$ cat config.mk
export PLATFORM = sky130hd
export DESIGN_NAME = swap_walk_duplicate_finder
export DESIGN_NICKNAME = d
export VERILOG_FILES = /design/src/sv/swdf_pkg.sv /design/src/sv/swap_walk_duplicate_finder.sv
export SDC_FILE = /design/constraint.sdc
export NUM_CORES = 1
export LEC_CHECK = 0
export BUFFER_PORTS_ARGS = -buffer_cell sky130_fd_sc_hd__buf_2
export CORE_ASPECT_RATIO = 1.25
export CORE_MARGIN = 4
export CORE_UTILIZATION = 50
export CTS_CLUSTER_DIAMETER = 60
export DETAILED_ROUTE_END_ITERATION = 7
export PLACE_DENSITY = 0.71
export SKIP_LAST_GASP = 1
export SYNTH_ARGS = -nofsm -noshare
export SYNTH_HDL_FRONTEND = slang
export SYNTH_SLANG_ARGS = --single-unit
$ cat constraint.sdc
create_clock -name clock -period 2.99 [get_ports clock]
set_input_delay 0.4485 -clock clock [delete_from_list [all_inputs] [get_ports clock]]
set_output_delay 0.4485 -clock clock [all_outputs]
set_load 0.01 [all_outputs]
$ cat src/sv/swdf_pkg.sv
// ----------------------------------------------------------------------------
// swdf_pkg: shared types and constants of the swap walk duplicate finder
// Control word layout, microprogram table, result status codes and beat widths.
// ----------------------------------------------------------------------------
`default_nettype none

package swdf_pkg;

   localparam int ELEM_W       = 9;   // signed element on the request side
   localparam int STORE_W      = 8;   // bits kept per element
   localparam int STATUS_W     = 2;
   localparam int REQ_TDATA_W  = 16;
   localparam int RSP_TDATA_W  = 16;
   localparam int RSP_PAD_W    = RSP_TDATA_W - STATUS_W - STORE_W;

   typedef enum logic [STATUS_W-1:0] {
      STATUS_NONE  = 2'd0,
      STATUS_DUP   = 2'd1,
      STATUS_RANGE = 2'd2
   } status_type;

   // read address source of the element store
   typedef enum logic [1:0] {
      RD_NONE,
      RD_POS,
      RD_DATA
   } rd_sel_type;

   // write address and data source of the element store
   typedef enum logic [1:0] {
      WR_NONE,
      WR_LOAD,
      WR_POS,
      WR_SELF
   } wr_sel_type;

   // branch test evaluated in a step
   typedef enum logic [1:0] {
      TEST_LOAD,
      TEST_NONE,
      TEST_SELF,
      TEST_DUP
   } test_type;

   typedef logic [2:0] step_type;

   localparam step_type STEP_LOAD      = 3'd0;
   localparam step_type STEP_RD_POS    = 3'd1;
   localparam step_type STEP_CHECK_POS = 3'd2;
   localparam step_type STEP_CHECK_DUP = 3'd3;
   localparam step_type STEP_PLACE     = 3'd4;

   typedef struct packed {
      rd_sel_type rd_sel;
      wr_sel_type wr_sel;
      test_type   test;
      step_type   next_step;   // taken when the test falls through
      step_type   jump_step;   // taken when the test branches
   } ctl_word_type;

   // microprogram: load, then read slot, compare with position, read target, swap
   function automatic ctl_word_type uc_rom(input step_type step);
      ctl_word_type word;
      begin
         unique case (step)
            STEP_LOAD:      word = '{RD_NONE, WR_LOAD, TEST_LOAD, STEP_LOAD, STEP_RD_POS};
            STEP_RD_POS:    word = '{RD_POS, WR_NONE, TEST_NONE, STEP_CHECK_POS,
                                     STEP_CHECK_POS};
            STEP_CHECK_POS: word = '{RD_DATA, WR_NONE, TEST_SELF, STEP_CHECK_DUP,
                                     STEP_RD_POS};
            STEP_CHECK_DUP: word = '{RD_NONE, WR_POS, TEST_DUP, STEP_PLACE, STEP_LOAD};
            STEP_PLACE:     word = '{RD_NONE, WR_SELF, TEST_NONE, STEP_RD_POS, STEP_RD_POS};
            default:        word = '{RD_NONE, WR_NONE, TEST_NONE, STEP_LOAD, STEP_LOAD};
         endcase
         return word;
      end
   endfunction

endpackage

`default_nettype wire

$ cat src/sv/swap_walk_duplicate_finder.sv
// ----------------------------------------------------------------------------
// swap_walk_duplicate_finder: duplicate search by in-place index swapping
// Loads LENGTH elements, checks their range, then walks the store swapping
// each into the slot it names until a duplicate shows up or all are placed.
// ----------------------------------------------------------------------------
// Usage:
//   req_*  : one beat per element, in index order, element in req_tdata[8:0].
//   rsp_*  : one beat per set of LENGTH elements: status in rsp_tdata[1:0],
//            duplicate value in rsp_tdata[9:2].
//   Loading takes one element per beat. After the last element the walk
//   runs from an element store with one read and one write port, driven
//   by a microcoded sequencer; a set with an out of range element skips
//   the walk and answers the cycle after its last beat.
//   The result sits in an output register: the next set loads while it
//   waits, only the last element of that set is held off until the earlier
//   result is taken. req_tready is low while the walk runs.
//   Reset (synchronous) empties the set in progress and drops any pending
//   result; the store contents are left as they are.
// ----------------------------------------------------------------------------
`default_nettype none

module swap_walk_duplicate_finder #(
   parameter int LENGTH = 16
) (
   input  wire logic                                 clock,
   input  wire logic                                 reset,
   // element[8:0], zero pad[15:9]
   input  wire logic [swdf_pkg::REQ_TDATA_W-1:0]     req_tdata,
   input  wire logic                                 req_tvalid,
   output logic                                      req_tready,
   // status[1:0], dup_value[9:2], zero pad[15:10]
   output logic [swdf_pkg::RSP_TDATA_W-1:0]          rsp_tdata,
   output logic                                      rsp_tvalid,
   input  wire logic                                 rsp_tready
);

   localparam int IDX_W = $clog2(LENGTH);
   localparam logic [IDX_W-1:0] LAST_IDX = IDX_W'(LENGTH - 1);

   logic [swdf_pkg::STORE_W-1:0] element_store [LENGTH];

   swdf_pkg::ctl_word_type ctl;
   swdf_pkg::step_type     step_ff, step_in;
   logic [IDX_W-1:0]       load_count_ff, load_count_in;
   logic                   range_err_ff, range_err_in;
   logic [IDX_W-1:0]       pos_ff, pos_in;
   logic [IDX_W-1:0]       target_ff, target_in;
   logic [swdf_pkg::STORE_W-1:0] rd_data_ff;
   logic                   rsp_valid_ff, rsp_valid_in;
   swdf_pkg::status_type   status_ff, status_in;
   logic [swdf_pkg::STORE_W-1:0] dup_ff, dup_in;

   logic                   load_beat;
   logic                   last_load;
   logic                   elem_bad;
   logic [IDX_W-1:0]       rd_idx;
   logic                   rd_en;
   logic [IDX_W-1:0]       rd_addr;
   logic                   wr_en;
   logic [IDX_W-1:0]       wr_addr;
   logic [swdf_pkg::STORE_W-1:0] wr_data;
   logic                   swap_ok;

   assign ctl       = swdf_pkg::uc_rom(step_ff);
   assign last_load = (load_count_ff == LAST_IDX);
   assign req_tready = (ctl.test == swdf_pkg::TEST_LOAD) && !(last_load && rsp_valid_ff);
   assign load_beat = req_tvalid && req_tready;
   assign elem_bad  = req_tdata[swdf_pkg::ELEM_W-1]
                      || (9'(req_tdata[swdf_pkg::STORE_W-1:0]) >= 9'(LENGTH));
   assign rd_idx    = rd_data_ff[IDX_W-1:0];
   assign swap_ok   = (rd_idx != target_ff);

   assign rsp_tvalid = rsp_valid_ff;
   assign rsp_tdata  = {swdf_pkg::RSP_PAD_W'(0), dup_ff, status_ff};

   // store port selection from the control word
   always_comb begin
      rd_en   = 1'b0;
      rd_addr = pos_ff;
      unique case (ctl.rd_sel)
         swdf_pkg::RD_POS: begin
            rd_en   = 1'b1;
            rd_addr = pos_ff;
         end
         swdf_pkg::RD_DATA: begin
            rd_en   = 1'b1;
            rd_addr = rd_idx;
         end
         default: begin
            rd_en   = 1'b0;
         end
      endcase

      wr_en   = 1'b0;
      wr_addr = load_count_ff;
      wr_data = req_tdata[swdf_pkg::STORE_W-1:0];
      unique case (ctl.wr_sel)
         swdf_pkg::WR_LOAD: begin
            wr_en   = load_beat;
            wr_addr = load_count_ff;
            wr_data = req_tdata[swdf_pkg::STORE_W-1:0];
         end
         swdf_pkg::WR_POS: begin
            wr_en   = swap_ok;
            wr_addr = pos_ff;
            wr_data = rd_data_ff;
         end
         swdf_pkg::WR_SELF: begin
            wr_en   = 1'b1;
            wr_addr = target_ff;
            wr_data = swdf_pkg::STORE_W'(target_ff);
         end
         default: begin
            wr_en   = 1'b0;
         end
      endcase
   end

   // sequencer branch tests and datapath updates
   always_comb begin
      step_in       = step_ff;
      load_count_in = load_count_ff;
      range_err_in  = range_err_ff;
      pos_in        = pos_ff;
      target_in     = target_ff;
      rsp_valid_in  = rsp_valid_ff;
      status_in     = status_ff;
      dup_in        = dup_ff;

      if (rsp_valid_ff && rsp_tready) begin
         rsp_valid_in = 1'b0;
      end

      unique case (ctl.test)
         swdf_pkg::TEST_LOAD: begin
            if (load_beat) begin
               if (last_load) begin
                  load_count_in = '0;
                  range_err_in  = 1'b0;
                  if (range_err_ff || elem_bad) begin
                     rsp_valid_in = 1'b1;
                     status_in    = swdf_pkg::STATUS_RANGE;
                     dup_in       = '0;
                  end else begin
                     pos_in  = '0;
                     step_in = ctl.jump_step;
                  end
               end else begin
                  load_count_in = load_count_ff + 1'b1;
                  range_err_in  = range_err_ff || elem_bad;
               end
            end
         end
         swdf_pkg::TEST_SELF: begin
            target_in = rd_idx;
            if (rd_idx == pos_ff) begin
               if (pos_ff == LAST_IDX) begin
                  rsp_valid_in = 1'b1;
                  status_in    = swdf_pkg::STATUS_NONE;
                  dup_in       = '0;
                  step_in      = swdf_pkg::STEP_LOAD;
               end else begin
                  pos_in  = pos_ff + 1'b1;
                  step_in = ctl.jump_step;
               end
            end else begin
               step_in = ctl.next_step;
            end
         end
         swdf_pkg::TEST_DUP: begin
            if (!swap_ok) begin
               rsp_valid_in = 1'b1;
               status_in    = swdf_pkg::STATUS_DUP;
               dup_in       = swdf_pkg::STORE_W'(target_ff);
               step_in      = ctl.jump_step;
            end else begin
               step_in = ctl.next_step;
            end
         end
         default: begin
            step_in = ctl.next_step;
         end
      endcase
   end

   always_ff @(posedge clock) begin
      if (reset) begin
         step_ff       <= swdf_pkg::STEP_LOAD;
         load_count_ff <= '0;
         range_err_ff  <= 1'b0;
         pos_ff        <= '0;
         rsp_valid_ff  <= 1'b0;
      end else begin
         step_ff       <= step_in;
         load_count_ff <= load_count_in;
         range_err_ff  <= range_err_in;
         pos_ff        <= pos_in;
         rsp_valid_ff  <= rsp_valid_in;
      end
      target_ff <= target_in;
      status_ff <= status_in;
      dup_ff    <= dup_in;
   end

   // element store: one write and one registered read per cycle
   always_ff @(posedge clock) begin
      if (wr_en) begin
         element_store[wr_addr] <= wr_data;
      end
      if (rd_en) begin
         rd_data_ff <= element_store[rd_addr];
      end
   end

endmodule

`default_nettype wire

==> flow_summary.yaml <==
logic_synthesis:
  synth_top_flop_cell: "edfxtp_1"
  synth-seq-cells: 91
  synth_edf_count: 78
  ys_top_cells_by_count: "edfxtp_1, nor2_1, nand2_1, o21ai_0"
  yosysMostFrequentCell: "edfxtp_1"
  yosysTopAreaCellShare: 0.5425
  netlist_top_cells_area: "edfxtp_1, dfxtp_1, mux4_2"
  ys_seq_area_frac: 0.6027
  avgSynthCellArea_sq_um: 12.59
  synth_top_area_cell: "edfxtp_1"
  yosys_warnings: 0
  syn_area_sq_um: 4318
  syn_inst: 343
  async_flop_share: 0
  yosysUniqueCellTypes: 52
power:
  p_leak_nw: 1.584
  cellPowerDensity_nw_per_um2: 494.1
  ir_worst_vdd_mv: 0.3832
  power_mw: 2.322
cts:
  postCtsHoldBufs: 0
  cts_tree: "built"
  cts.sinks: 91
  cts_buffers: 9
  clk_pin_slew_ns: 0.10
  clock-root-buffer: "clkbuf_8"
  clk_latency_ns: 0.37
  cts_setup_buffers: 0
  htree_num_levels: 3
  cts_buffer_depth: 2
  cts_resized: 0
place:
  portBuffers: 20
  post-place-ws_ns: 0.2374
  dpl.hpwl_um: 6299
  routabilityCongestion: 0.8372
timing:
  slew_violations: 0
  fin_crit_sh: 0.9181
  worst_slew_pin_slew_ns: 1.181
  whs_ns: 0.3340
  setup_slack_ns: 0.2449
  final_hold_viol_count: 0
  min_period_ns: 2.745
  relSlewSlack: 0.2124
  rsz0062_at_grt: "false"
  setup_viol: 0
  clock_skew_ns: 0.01246
  max_freq_mhz: 364.3
  tns_ns: 0
grt:
  grt_pass1_wl_um: 14130
  grtUsageMet2: 0.3139
  antenna_found_initial: 0
  grt_overflow: 0
  grt_max_degree: 17
  use_met1: 0.2268
  grt.busiest_layer: "met2"
  grtUsageTotal: 0.1830
  grt_pass1_vias: 2703
  grt_util_met3: 0.03041
routing:
  drt-vias-per-instance: 5.894
  first_pass_iters: 4
  route.detailed.drc: 0
  detail-route-antenna-nets: 0
  wl_per_cell_um: 18.80
  drt_iter0_markers: 281
  num_vias: 2770
  wl_um: 8836
die:
  num_rows: 37
  io_pins: 38
  core_sq_um: 8333
  die_w_um: 91.12
  die_h_um: 111.9
  start_util: 0.5182
  dieArea_sq_um: 10200
setup_path:
  critical_path_arrival_ns: 2.88
  crit_type: "register to register"
  endpoint_kind: "register"
  critPathLaunchType: "register"
  path_max_fanout: 10
  cp_data_required_time_ns: 3.13
cells_and_area:
  antennaDiodeCount: 0
  nNetsFinal: 391
  drive_above_1_share: 0.1877
  synthToLayoutAreaGrowth_pct: 8.867
outcome:
  status: "completed"
job:
  drv_cap: 0
worst_hold_path:
  min_path_type: "primary input to register"
## layout make-up
cell class	instances	area [sq um]
Tap cell	97	121.4
Timing Repair Buffer	35	212.7
Sequential cell	91	2603
Fill cell	679	3632
Clock inverter	7	76.32
Clock buffer	9	123.9
Inverter	5	18.77
Multi-Input combinational cell	226	1545
## cell families after synthesis
family / after synthesis / share of synthesized area
muxes: 21 / 0.08374
and+or+nand+nor: 124 / 0.1437
AOI/OAI and AO/OA: 57 / 0.09070
other: 1 / 0.0008685
buffers and inverters: 35 / 0.04723
DFF: 91 / 0.6027
adders and majority gates: 3 / 0.008694
xor gates and xnor gates: 11 / 0.02231
## metal layers
metal / vias to the layer above / part of all wire
met4: 0 / 0.025
met5: - / 0
met1: 1354 / 0.41
li1: 1314 / -
met2: 88 / 0.52
met3: 14 / 0.047
## critical path, stage by stage (launching register included)
cell and delay [ns]:
dfxtp_1 0.35, buf_4 0.17, nand2b_1 0.15, ha_1 0.32, mux2i_4 0.55, mux4_2 0.60
nor2_1 0.12, nor3_1 0.06, a31o_1 0.21
## sequential cells by signal, summed over array words and instances (netlist names)
signal         count
element_store     64
dup_ff             4
load_count_ff      4
pos_ff             4
rd_data_ff         4
target_ff          4
step_ff            3
status_ff          2
range_err_ff       1
rsp_tvalid         1
## cells in the final DEF (no fill, tap or decap), drive strengths merged, types with 2 or more instances in the layout
master | Yosys | final
edfxtp | 78 | 78
a211oi | 5 | 5
nor2b | 4 | 4
buf | 25 | 35
nor3 | 5 | 5
nor3b | 6 | 6
a31o | 3 | 3
or3 | 3 | 3
xnor2 | 5 | 5
o221a | 2 | 2
ha | 3 | 3
or2 | 2 | 2
nand2b | 4 | 4
dfxtp | 13 | 13
clkinv | 0 | 3
o22ai | 4 | 4
xor2 | 6 | 6
nor2 | 41 | 41
inv | 5 | 7
o21ai | 14 | 14
nand4 | 5 | 5
o221ai | 4 | 4
and3 | 8 | 8
mux2i | 10 | 10
a21oi | 14 | 14
clkbuf | 5 | 9
nand2 | 25 | 25
conb | 1 | 10
mux4 | 10 | 10
and2 | 3 | 3
a32oi | 3 | 3
nand3 | 11 | 11
nand3b | 4 | 4
## report_power, final
part	switching [mW]	internal, mW	total (mW)
logic	0.0576	0.0309	0.0885
registers	0.00826	1.39	1.40
clock network	0.446	0.392	0.838
total	0.512	1.81	2.32
## worst paths after layout
check	from	endpoint	slack, ns	depth (start not counted)
min	reset	pos_ff[0]	0.33	2
min reg2reg	range_err_ff	range_err_ff	0.50	2
max	step_ff[1]	rd_data_ff[3]	0.24	8
max reg2reg	step_ff[1]	rd_data_ff[3]	0.24	8
## stage by stage
step / instance area, sq um / utilization / cells
after floorplan: 4353 / - / 352
after global placement: 4501 / 0.5401 / 454
after global routing: 4701 / 0.5641 / 470
final: 4701 / 0.5641 / 470
after CTS: 4701 / 0.5641 / 470
after detailed placement: 4501 / 0.5401 / 454
Note: power is estimated with default switching activity, not from simulation.
